**src/hdl/array_list_store_unit_macros.svh**
```systemverilog
// assertion macros for the list store unit
`ifndef ARRAY_LIST_STORE_UNIT_MACROS_SVH
`define ARRAY_LIST_STORE_UNIT_MACROS_SVH

`ifndef NO_ASSERTIONS
// property checked outside reset
`define ALS_ASSERT(lbl, clk, rst_n, prop) \
    lbl: assert property (@(posedge clk) disable iff (!rst_n) prop) \
        else $error("list store assertion failed");
// property checked at every edge, reset included
`define ALS_ASSERT_ALWAYS(lbl, clk, prop) \
    lbl: assert property (@(posedge clk) prop) \
        else $error("list store assertion failed");
`else
`define ALS_ASSERT(lbl, clk, rst_n, prop)
`define ALS_ASSERT_ALWAYS(lbl, clk, prop)
`endif

`endif

```
**src/hdl/als_pkg.sv**
```systemverilog
package als_pkg;

    localparam int DATA_W = 32;
    localparam int CNT_W  = 7;
    localparam int POS_W  = 8;
    localparam int ACT_W  = 3;
    localparam int ST_W   = 3;

    // action codes
    localparam logic [ACT_W-1:0] ACT_INSERT  = 3'd0;
    localparam logic [ACT_W-1:0] ACT_DISPLAY = 3'd1;
    localparam logic [ACT_W-1:0] ACT_SEARCH  = 3'd2;
    localparam logic [ACT_W-1:0] ACT_DELETE  = 3'd3;
    localparam logic [ACT_W-1:0] ACT_UPDATE  = 3'd4;

    // status codes
    localparam logic [ST_W-1:0] ST_OK        = 3'd0;
    localparam logic [ST_W-1:0] ST_EMPTY     = 3'd1;
    localparam logic [ST_W-1:0] ST_NOT_FOUND = 3'd2;
    localparam logic [ST_W-1:0] ST_BAD_POS   = 3'd3;
    localparam logic [ST_W-1:0] ST_FULL      = 3'd4;

    typedef struct packed {
        logic [ACT_W-1:0]         action;
        logic signed [DATA_W-1:0] value;
        logic [POS_W-1:0]         position;
    } t_in;

    typedef struct packed {
        logic [ST_W-1:0]          status;
        logic signed [DATA_W-1:0] element_value;
        logic [CNT_W-1:0]         element_position;
        logic [CNT_W-1:0]         fill_count;
        logic                     last_of_run;
    } t_out;

    // per-cell control from the sequencer
    typedef struct packed {
        logic shift;
        logic load;
    } t_cell_ctl;

endpackage

```
**src/hdl/als_cell.sv**
```systemverilog
module als_cell (
    input  logic                        i_clk,
    input  als_pkg::t_cell_ctl          i_ctl,
    input  logic [als_pkg::DATA_W-1:0]  i_next,
    input  logic [als_pkg::DATA_W-1:0]  i_wr_data,
    output logic [als_pkg::DATA_W-1:0]  o_data
);
    import als_pkg::*;

    logic [DATA_W-1:0] r_data;
    logic [DATA_W-1:0] n_data;

    // direct write wins over taking the neighbor's word
    always_comb begin
        n_data = r_data;
        if (i_ctl.load) begin
            n_data = i_wr_data;
        end else if (i_ctl.shift) begin
            n_data = i_next;
        end
    end

    always_ff @(posedge i_clk) begin
        r_data <= n_data;
    end

    assign o_data = r_data;

endmodule

```
**src/hdl/array_list_store_unit.sv**
```systemverilog
// List store of up to CAPACITY signed 32-bit words held in a ring of cells, cell 0 at the
// head. Insert, delete and update finish in the cycle the item is accepted and give their
// result in the next cycle, so such items can follow every cycle while results are taken.
// Display and search walk the ring: every cell hands its word to the cell below once a cycle
// while no walk result waits on a stalled output, and the head word wraps to the tail, so after
// CAPACITY steps the list is back in order. A display or search item keeps the block busy
// until its walk ends, and the next item can be taken once it has ended. A display of n > 0
// elements gives n results, the last one marked; an empty display and every other action give
// one result. Action codes 5 to 7 are dropped silently.
`include "array_list_store_unit_macros.svh"

module array_list_store_unit #(
    parameter int CAPACITY = 64
) (
    input  logic          i_clk,
    input  logic          i_rst_n,
    input  logic          i_in_valid,
    output logic          o_in_stall,
    input  als_pkg::t_in  i_in,
    output logic          o_out_valid,
    input  logic          i_out_stall,
    output als_pkg::t_out o_out
);
    import als_pkg::*;

    localparam int IDX_W = (CAPACITY > 1) ? $clog2(CAPACITY) : 1;
    localparam logic [IDX_W-1:0] LAST_STEP = IDX_W'(CAPACITY - 1);
    localparam logic [CNT_W-1:0] CAP_CNT   = CNT_W'(CAPACITY);

    typedef enum logic [1:0] {
        S_IDLE = 2'b01,
        S_WALK = 2'b10
    } t_state;

    t_state            r_state, n_state;
    logic [IDX_W-1:0]  r_step, n_step;
    logic              r_is_search, n_is_search;
    logic [DATA_W-1:0] r_key, n_key;
    logic              r_found, n_found;
    logic [CNT_W-1:0]  r_found_pos, n_found_pos;
    logic [CNT_W-1:0]  r_count, n_count;
    t_out              r_out, n_out;
    logic              r_out_valid, n_out_valid;

    logic [DATA_W-1:0] cell_data [CAPACITY];
    t_cell_ctl         cell_ctl  [CAPACITY];

    logic              in_acc;
    logic              out_free;
    logic [DATA_W-1:0] head;
    logic [POS_W-1:0]  pos_m1;
    logic              pos_ok;
    logic              ld_en;
    logic [IDX_W-1:0]  ld_idx;
    logic              del_en;
    logic              rot;
    logic [CNT_W-1:0]  step_pos;
    logic              in_range;
    logic              match;
    logic              emit_now;
    t_out              walk_item;

    // handshake
    assign out_free   = !r_out_valid || !i_out_stall;
    assign o_in_stall = (r_state != S_IDLE) || !out_free;
    assign in_acc     = i_in_valid && !o_in_stall;

    assign head     = cell_data[0];
    assign pos_m1   = i_in.position - 8'd1;
    assign pos_ok   = (i_in.position != 8'd0) && (i_in.position <= {1'b0, r_count});
    assign step_pos = CNT_W'(r_step) + 7'd1;
    assign in_range = CNT_W'(r_step) < r_count;
    assign match    = in_range && (head == r_key);

    // result of the current walk step
    always_comb begin
        walk_item = '0;
        walk_item.fill_count  = r_count;
        walk_item.last_of_run = 1'b1;
        if (r_is_search) begin
            emit_now = (r_step == LAST_STEP);
            if (r_found) begin
                walk_item.status           = ST_OK;
                walk_item.element_value    = r_key;
                walk_item.element_position = r_found_pos;
            end else if (match) begin
                walk_item.status           = ST_OK;
                walk_item.element_value    = r_key;
                walk_item.element_position = step_pos;
            end else begin
                walk_item.status = ST_NOT_FOUND;
            end
        end else begin
            emit_now = in_range;
            walk_item.status           = ST_OK;
            walk_item.element_value    = head;
            walk_item.element_position = step_pos;
            walk_item.last_of_run      = (step_pos == r_count);
        end
    end

    // sequencer
    always_comb begin
        n_state     = r_state;
        n_step      = r_step;
        n_is_search = r_is_search;
        n_key       = r_key;
        n_found     = r_found;
        n_found_pos = r_found_pos;
        n_count     = r_count;
        n_out       = r_out;
        n_out_valid = r_out_valid && i_out_stall;
        ld_en       = 1'b0;
        ld_idx      = r_count[IDX_W-1:0];
        del_en      = 1'b0;
        rot         = 1'b0;
        unique case (r_state)
            S_IDLE: begin
                if (in_acc) begin
                    n_out = '0;
                    n_out.last_of_run = 1'b1;
                    n_out.fill_count  = r_count;
                    unique case (i_in.action)
                        ACT_INSERT: begin
                            n_out_valid = 1'b1;
                            if (r_count >= CAP_CNT) begin
                                n_out.status = ST_FULL;
                            end else begin
                                ld_en   = 1'b1;
                                n_count = r_count + 7'd1;
                                n_out.status     = ST_OK;
                                n_out.fill_count = r_count + 7'd1;
                            end
                        end
                        ACT_DISPLAY: begin
                            if (r_count == '0) begin
                                n_out_valid  = 1'b1;
                                n_out.status = ST_EMPTY;
                            end else begin
                                n_state     = S_WALK;
                                n_step      = '0;
                                n_is_search = 1'b0;
                            end
                        end
                        ACT_SEARCH: begin
                            n_state     = S_WALK;
                            n_step      = '0;
                            n_is_search = 1'b1;
                            n_key       = i_in.value;
                            n_found     = 1'b0;
                        end
                        ACT_DELETE: begin
                            n_out_valid = 1'b1;
                            if (pos_ok) begin
                                del_en  = 1'b1;
                                n_count = r_count - 7'd1;
                                n_out.status     = ST_OK;
                                n_out.fill_count = r_count - 7'd1;
                            end else begin
                                n_out.status = ST_BAD_POS;
                            end
                        end
                        ACT_UPDATE: begin
                            n_out_valid = 1'b1;
                            if (pos_ok) begin
                                ld_en  = 1'b1;
                                ld_idx = pos_m1[IDX_W-1:0];
                                n_out.status = ST_OK;
                            end else begin
                                n_out.status = ST_BAD_POS;
                            end
                        end
                        default: begin
                            n_out_valid = r_out_valid && i_out_stall;
                        end
                    endcase
                end
            end
            S_WALK: begin
                // hold the ring while a result is waiting on a stalled output
                if (!emit_now || out_free) begin
                    rot = 1'b1;
                    if (match && !r_found) begin
                        n_found     = 1'b1;
                        n_found_pos = step_pos;
                    end
                    if (emit_now) begin
                        n_out       = walk_item;
                        n_out_valid = 1'b1;
                    end
                    if (r_step == LAST_STEP) begin
                        n_step  = '0;
                        n_state = S_IDLE;
                    end else begin
                        n_step = r_step + 1'b1;
                    end
                end
            end
            default: begin
                n_state = S_IDLE;
            end
        endcase
    end

    // per-cell controls: direct write, delete shift above the hole, or full rotation
    always_comb begin
        for (int k = 0; k < CAPACITY; k++) begin
            cell_ctl[k].load  = ld_en && (ld_idx == IDX_W'(k));
            cell_ctl[k].shift = rot || (del_en && (IDX_W'(k) >= pos_m1[IDX_W-1:0]));
        end
    end

    // ring of cells, the tail takes the head word
    for (genvar g = 0; g < CAPACITY; g++) begin : g_cell
        if (g == CAPACITY - 1) begin : g_tail
            als_cell u_cell (
                .i_clk     (i_clk),
                .i_ctl     (cell_ctl[g]),
                .i_next    (cell_data[0]),
                .i_wr_data (i_in.value),
                .o_data    (cell_data[g])
            );
        end else begin : g_body
            als_cell u_cell (
                .i_clk     (i_clk),
                .i_ctl     (cell_ctl[g]),
                .i_next    (cell_data[g+1]),
                .i_wr_data (i_in.value),
                .o_data    (cell_data[g])
            );
        end
    end

    // control registers
    always_ff @(posedge i_clk) begin
        if (!i_rst_n) begin
            r_state     <= S_IDLE;
            r_step      <= '0;
            r_found     <= 1'b0;
            r_count     <= '0;
            r_out_valid <= 1'b0;
        end else begin
            r_state     <= n_state;
            r_step      <= n_step;
            r_found     <= n_found;
            r_count     <= n_count;
            r_out_valid <= n_out_valid;
        end
    end

    // payload registers
    always_ff @(posedge i_clk) begin
        r_is_search <= n_is_search;
        r_key       <= n_key;
        r_found_pos <= n_found_pos;
        r_out       <= n_out;
    end

    assign o_out_valid = r_out_valid;
    assign o_out       = r_out;

    `ALS_ASSERT_ALWAYS(a_reset_clears, i_clk,
        !i_rst_n |=> (r_state == S_IDLE && r_count == '0 && !r_out_valid))
    `ALS_ASSERT(a_count_bound, i_clk, i_rst_n, r_count <= CAP_CNT)
    `ALS_ASSERT(a_count_hold, i_clk, i_rst_n, !in_acc |=> $stable(r_count))
    `ALS_ASSERT(a_partial_in_walk, i_clk, i_rst_n,
        (r_out_valid && !r_out.last_of_run) |-> (r_state == S_WALK))
    `ALS_ASSERT(a_display_walks, i_clk, i_rst_n,
        (in_acc && i_in.action == ACT_DISPLAY && r_count != '0) |=> (r_state == S_WALK))

endmodule
```
**config.mk**
```make
export PLATFORM = sky130hd
export DESIGN_NAME = array_list_store_unit
export DESIGN_NICKNAME = d
export VERILOG_FILES = /design/src/hdl/als_pkg.sv /design/src/hdl/als_cell.sv /design/src/hdl/array_list_store_unit.sv
export VERILOG_INCLUDE_DIRS = /design/src /design/src/hdl
export SDC_FILE = /design/constraint.sdc
export NUM_CORES = 2
export LEC_CHECK = 0
export BUFFER_PORTS_ARGS = -buffer_cell sky130_fd_sc_hd__buf_2
export CORE_ASPECT_RATIO = 1.5
export CORE_UTILIZATION = 57
export DETAILED_ROUTE_END_ITERATION = 12
export MAX_ROUTING_LAYER = met4
export PLACE_DENSITY_LB_ADDON = 0.08
export SETUP_SLACK_MARGIN = 0.05
export SYNTH_ARGS = -nofsm -noshare
export SYNTH_HDL_FRONTEND = slang
export SYNTH_SLANG_ARGS = --single-unit
```
**constraint.sdc**
```tcl
create_clock -name i_clk -period 7 [get_ports i_clk]
set_input_delay 0.35 -clock i_clk [delete_from_list [all_inputs] [get_ports i_clk]]
set_output_delay 0.35 -clock i_clk [all_outputs]
set_load 0.03 [all_outputs]
```
# Word level (Yosys, flattened, before mapping)
# Cells that the tools add are included.
[word_totals] out_inout_bits=52 wordCells=701 inputBits=47 register_bits=2155
[classes] n_eq_ne=82 add_sub_neg=5 reduce_logical=286 muxes=184 order_cmp=67
[ops] operator="2-to-1 mux 32 bit" count=128
[ops] operator="equality test 6 bit (second input constant)" count=33
[ops] operator="greater-or-equal comparator 6 bit (first input constant)" count=32
[ops] operator="2-to-1 mux 50 bit" count=3
[ops] operator="logical AND 1 bit" count=133
[ops] operator="nonzero test 2 bit" count=66
[ops] operator="case mux 50 bit (2 select lines)" count=1
[ops] operator="equality test 6 x 5 -> 1 bit (second input constant)" count=16
[ops] operator="greater-or-equal comparator 5 x 6 -> 1 bit (first input constant)" count=16
[ops] operator="logical OR 1 bit" count=67
[ops] operator="equality test 6 x 4 -> 1 bit (second input constant)" count=8
[ops] operator="greater-or-equal comparator 4 x 6 -> 1 bit (first input constant)" count=8
[ops] operator="2-to-1 mux 6 bit" count=8
[ops] operator="2-to-1 mux 42 bit" count=1
[ops] operator="2-to-1 mux 41 bit" count=1
[ops] operator="2-to-1 mux 39 bit" count=1
[ops] operator="equality test 32 bit" count=1
[ops] operator="equality test 6 x 3 -> 1 bit (second input constant)" count=4
[ops] operator="greater-or-equal comparator 3 x 6 -> 1 bit (first input constant)" count=4
[ops] operator="case mux 6 bit (2 select lines)" count=2
[ops] operator="2-to-1 mux 1 bit" count=21
[ops] operator="AND reduction 5 bit" count=3
[ops] operator="2-to-1 mux 7 bit" count=2
[ops] operator="case mux 7 bit (2 select lines)" count=1
[ops] operator="other kinds (37)" count=64

# Logic depth before layout (Yosys ltp)
[depth] depth_word=12 mapped_depth=13 mapped_depth_nobuf=8

# By module
# From an unflattened synthesis, not the netlist that was laid out.
[hier_totals] hier_cells=5220 area_unflattened_um2=103772.0
[modules_own_cells] module="als_cell" cells_each=69 seq_area_each_um2=960.9 n_inst=64 area_each_um2=1507.7
[modules_own_cells] module="array_list_store_unit" cells_each=804 seq_area_each_um2=3042.9 n_inst=1 area_each_um2=7279.5

# Least setup slack after synthesis
# No wires, ideal clock.
[synth_path] path_kind="flip-flop to flip-flop" from="register r_count[1]" to="register g_cell[1].g_body.u_cell.r_data[0], enable pin" slack_ns=0.213 stages_incl_launch_ff=11 t_required_ns=6.467 synth_period_minus_slack_ns=6.787 arrival_ns=6.254 cell_sequence="dfxtp_1 -> clkbuf_1 -> inv_1 -> ha_1 -> nor2b_1 -> o211ai_1 -> a211oi_2 -> buf_2 -> nor3_1 -> nand2_1 -> o311ai_0"
[synth_via] elab_chain_cells=9
[synth_lines] element="from (decl)" line="array_list_store_unit.sv:41" source="logic [CNT_W-1:0] r_count, n_count;"
[synth_lines] element="from (signal assigned)" line="array_list_store_unit.sv:246" source="r_count <= n_count;"
[synth_lines] element="<= comparator 8 x 7 -> 1 bit" line="array_list_store_unit.sv:70" source="assign pos_ok = (i_in.position != 8'd0) && (i_in.position <= {1'b0, r_count});"
[synth_lines] element="logical AND 1 bit" line="array_list_store_unit.sv:70"
[synth_lines] element="2-to-1 mux 6 bit or 2-to-1 mux 1 bit (tied branches)" line="array_list_store_unit.sv:165, array_list_store_unit.sv:154"
[synth_lines] element="2-to-1 mux 6 bit or 2-to-1 mux 1 bit (tied branches)" line="array_list_store_unit.sv:123" source="unique case (i_in.action)"
[synth_lines] element="2-to-1 mux 6 bit or 2-to-1 mux 1 bit (tied branches)" line="array_list_store_unit.sv:119" source="if (in_acc) begin"
[synth_lines] element="2-to-1 mux 6 bit or 2-to-1 mux 1 bit (tied branches)" line="array_list_store_unit.sv:117" source="unique case (r_state)"
[synth_lines] element="equality test 6 x 1 -> 1 bit or logical AND 1 bit (tied branches)" line="array_list_store_unit.sv:208, array_list_store_unit.sv:209"
[synth_lines] element="logical AND 1 bit or logical OR 1 bit (tied branches)" line="array_list_store_unit.sv:208, array_list_store_unit.sv:209"
[synth_lines] element="nonzero test 2 bit (no source line) (*)"
[synth_lines] element="to (signal assigned)" line="als_cell.sv:24" source="r_data <= n_data;"
[synth_lines] element="to (decl)" line="als_cell.sv:10" source="logic [DATA_W-1:0] r_data;"
# Every way passes the cells marked *; elsewhere a longest branch is shown, timed or not.
# A chain may end at the register's enable or synchronous reset.

# Worst setup path in the final report
[layout_path] from="register r_count[5]" to="register g_cell[41].g_body.u_cell.r_data[13], enable pin"
[layout_via] elab_chain_cells=9
[layout_lines] element="<= comparator 8 x 7 -> 1 bit" line="array_list_store_unit.sv:70"
[layout_lines] element="logical AND 1 bit" line="array_list_store_unit.sv:70"
[layout_lines] element="2-to-1 mux 6 bit or 2-to-1 mux 1 bit (tied branches)" line="array_list_store_unit.sv:165, array_list_store_unit.sv:154"
[layout_lines] element="2-to-1 mux 6 bit or 2-to-1 mux 1 bit (tied branches)" line="array_list_store_unit.sv:123"
[layout_lines] element="2-to-1 mux 6 bit or 2-to-1 mux 1 bit (tied branches)" line="array_list_store_unit.sv:119"
[layout_lines] element="2-to-1 mux 6 bit or 2-to-1 mux 1 bit (tied branches)" line="array_list_store_unit.sv:117"
[layout_lines] element="equality test 6 bit or logical AND 1 bit (tied branches)" line="array_list_store_unit.sv:208, array_list_store_unit.sv:209"
[layout_lines] element="logical AND 1 bit or logical OR 1 bit (tied branches)" line="array_list_store_unit.sv:208, array_list_store_unit.sv:209"
[layout_lines] element="nonzero test 2 bit (no source line) (*)"
[layout_lines] element="to (signal assigned)" line="als_cell.sv:24"
[layout_lines] element="to (decl)" line="als_cell.sv:10"
# Marked as above.

==> reports/metrics.cfg <==
[outcome]
outcome = finished clean

[floorplan]
fp.dieH_um = 489
rows = 178
dieWidth_um = 327
fp.dieArea_mm2 = 0.160
ios = 99
start_util_pct = 57.4
core_area_mm2 = 0.157

[sta]
setup_tns_ps = 0
finalHoldViolations = 0
fmax_mhz = 174
drv_slew = 0
tightest_slew_ps = 1400
period_share_pct = 82.1
clock-skew-final_ps = 41.2
grt_setup_unrepaired = no
slew_headroom_pct = 5.73
setup_violations = 0
fin_crit_ps = 5750
timing.hold.ws_ps = 54.0

[yosys]
yosys.cell_types.count = 71
synthArstFlopShare_pct = 0
syn_inst = 5675
ys.flop_type = edfxtp_1
yosys_warnings = 0
synth_top_area_share_pct = 71.2
ys_seq_elements = 2155
syn_nets = 5745
avgSynthCellArea_um2 = 15.9
yosys.area.top_type = edfxtp_1
syn_area_mm2 = 0.0901
synth_edf_count = 2138
ys_top_cells_by_area = edfxtp_1 (71%), o2bb2ai_1 (20%), clkbuf_1 (1.8%)
synth-seq-area-share_pct = 71.6

[layout]
syn2layout_area_growth_pct = 9.91
drive_gt1_share_pct = 11.8
num-fill-cells = 11200
final_nets = 5611
design_area_mm2 = 0.0991
final_util_pct = 63.1

[cts]
clkTransAtPathRegs_ps = 60
numCtsBuffers = 196
cts-htree-levels = 4
postCtsSetupBuffers = 0
cts.sinks = 2155
cts_max_path_buffers = 3
cts_tree = built
clkLatencyLatePin_ps = 850
cts-root-buf = clkbuf_16

[pwr]
p_per_area_mw_per_mm2 = 256
p_total_w = 0.0254
leakagePower_nw = 30.1
ir_drop_mv = 0.249

[critical_path]
worstPathRequired_ps = 7290
max_stage_delay_ps = 950
critPathLaunchType = register
cp_slowest_cell = o21ai_4
critPathMaxFanout = 33
crit_path_end_kind = register
crit_chain = clkinv_1 -> ha_1 -> nand4b_1 -> o2bb2ai_1 -> and2_1 -> a31oi_1 -> o21ai_4 -> nand3_2
reg2reg_depth = 8
arrival_ps = 6040
critPathKind = reg -> reg

[grt]
grt_use_met2_pct = 50.1
busiest_layer = met2
met3_usage_pct = 5.10
grt-ovfl-total = 0
grt_antenna_before_repair = 18
grt_pass1_wl_um = 371000
met1_usage_pct = 43.1
gr-usage-all-layers_pct = 32.4
grt_pass1_vias = 52700
grt_max_degree = 97

[detailed_routing]
wl_um = 251000
drc = 0
routedWlPerCell_um = 32.2
antenna_left = 0
drt_iter0_drc = 5604
vias = 54500
dr.pass1.iters = 5
vias_per_cell = 6.99

[job]
cap_viol_max_count = 0

[hold_path]
holdCritPathClass = in -> reg
whs_path_depth = 1

[placed_design]
globalplace.congestion = 0.940
place_area_mm2 = 0.0926
post-dp-hpwl_um = 162000
portBuffers = 98

-- registers in the layout, indices dropped and copies added (netlist names) --
register / cells
r_found: 1
g_cell.g_tail.u_cell.o_data: 32
r_state: 2
r_step: 6
g_cell.g_body.u_cell.o_data: 2016
o_out_valid: 1
o_out: 50
r_is_search: 1
r_count: 7
r_found_pos: 7
r_key: 32
-- path summary, 6_finish.rpt --
| check | slack [ps] | startpoint | endpoint |
|---|---|---|---|
| min reg2reg | 490 | g_cell[10].g_body.u_cell.o_data[27] | g_cell[9].g_body.u_cell.o_data[27] |
| max | 1250 | r_count[5] | g_cell[41].g_body.u_cell.o_data[13] |
| min | 50 | i_in[14] | r_key[6] |
| max reg2reg | 1250 | r_count[5] | g_cell[41].g_body.u_cell.o_data[13] |
-- where the power goes --
part	internal, W	total (W)	leakage (nW)	switching [W]
Combinational	0.000142	0.000619	7.60	0.000477
Sequential	0.0141	0.0142	19.4	0.0000531
Clock	0.00583	0.0106	3.05	0.00475
-- repair_timing --
action / CTS / global route
gates resized for setup: 0 / 0
hold endpoints to repair: 18 / 0
hold buffers: 14 / 0
-- layout by cell type (no fill, tap or decap), types with 18 or more instances in the layout --
master	count
o21ai_0	46
nand3_1	65
clkinv_1	55
nand4_1	19
nand2_1	208
clkbuf_1	48
edfxtp_1	2138
a21oi_1	45
diode_2	23
a22o_1	33
nor2_1	39
buf_4	172
o21ai_2	53
o2bb2ai_1	2050
ha_1	23
o211ai_1	19
buf_2	98
xor2_1	38
clkbuf_16	199
clkinv_2	25
xnor2_1	18
-- through the flow --
step	cells	worst slack [ps]
after detailed placement	7399	1370
after global placement	7399	1590
final	7800	1250
after global routing	7791	864
after floorplan	5675	213
after CTS	7777	1330
-- cells by family after synthesis --
logic type	share of synthesized area, %
AOI/OAI and AO/OA	21.9
muxes	0.0555
xor gates and xnor gates	0.544
and+or+nand+nor	2.58
buffers and inverters	2.99
DFF	71.6
adders and majority gates	0.319
-- layer usage --
layer	part of all wire [%]	wire (um)	vias up
li1	-	-	23500
met5	0	0	-
met3	7.1	17800	396
met2	48	122000	2487
met4	3.9	9780	0
met1	41	102000	28100
-- synth_stat cells, types with 17 or more instances --
cell / instances
edfxtp_1: 2138
nand3_1: 73
nor3_1: 18
a21oi_1: 46
inv_1: 17
buf_2: 182
o21ai_0: 46
nand2_1: 210
nor2_1: 56
o211ai_1: 19
a22o_1: 33
nand4_1: 19
o21ai_1: 48
dfxtp_1: 17
xor2_1: 38
o2bb2ai_1: 2050
clkbuf_1: 422
ha_1: 23
xnor2_1: 18
-- layout make-up --
type | instances | area, um2 | area share, %
multi-input cells | 2876 | 23400 | 23.7
flip-flops and latches | 2155 | 64500 | 65.1
clock inverters | 117 | 1120 | 1.13
clock buffers | 247 | 5160 | 5.21
repair buffers | 293 | 2100 | 2.12
inverters | 19 | 71.3 | 0.0720
well taps | 2070 | 2590 | 2.61
diodes | 23 | 57.6 | 0.0581
-- worst max-delay path, delay by kind of cell (launching register included) --
| family | cells | cell delay [ps] |
|---|---|---|
| buf+inv | 1 | 360 |
| flops | 1 | 450 |
| fa+ha+maj | 1 | 420 |
| compound gates | 3 | 1970 |
| simple gates | 3 | 1960 |
Power figures use the tool's default switching activity.
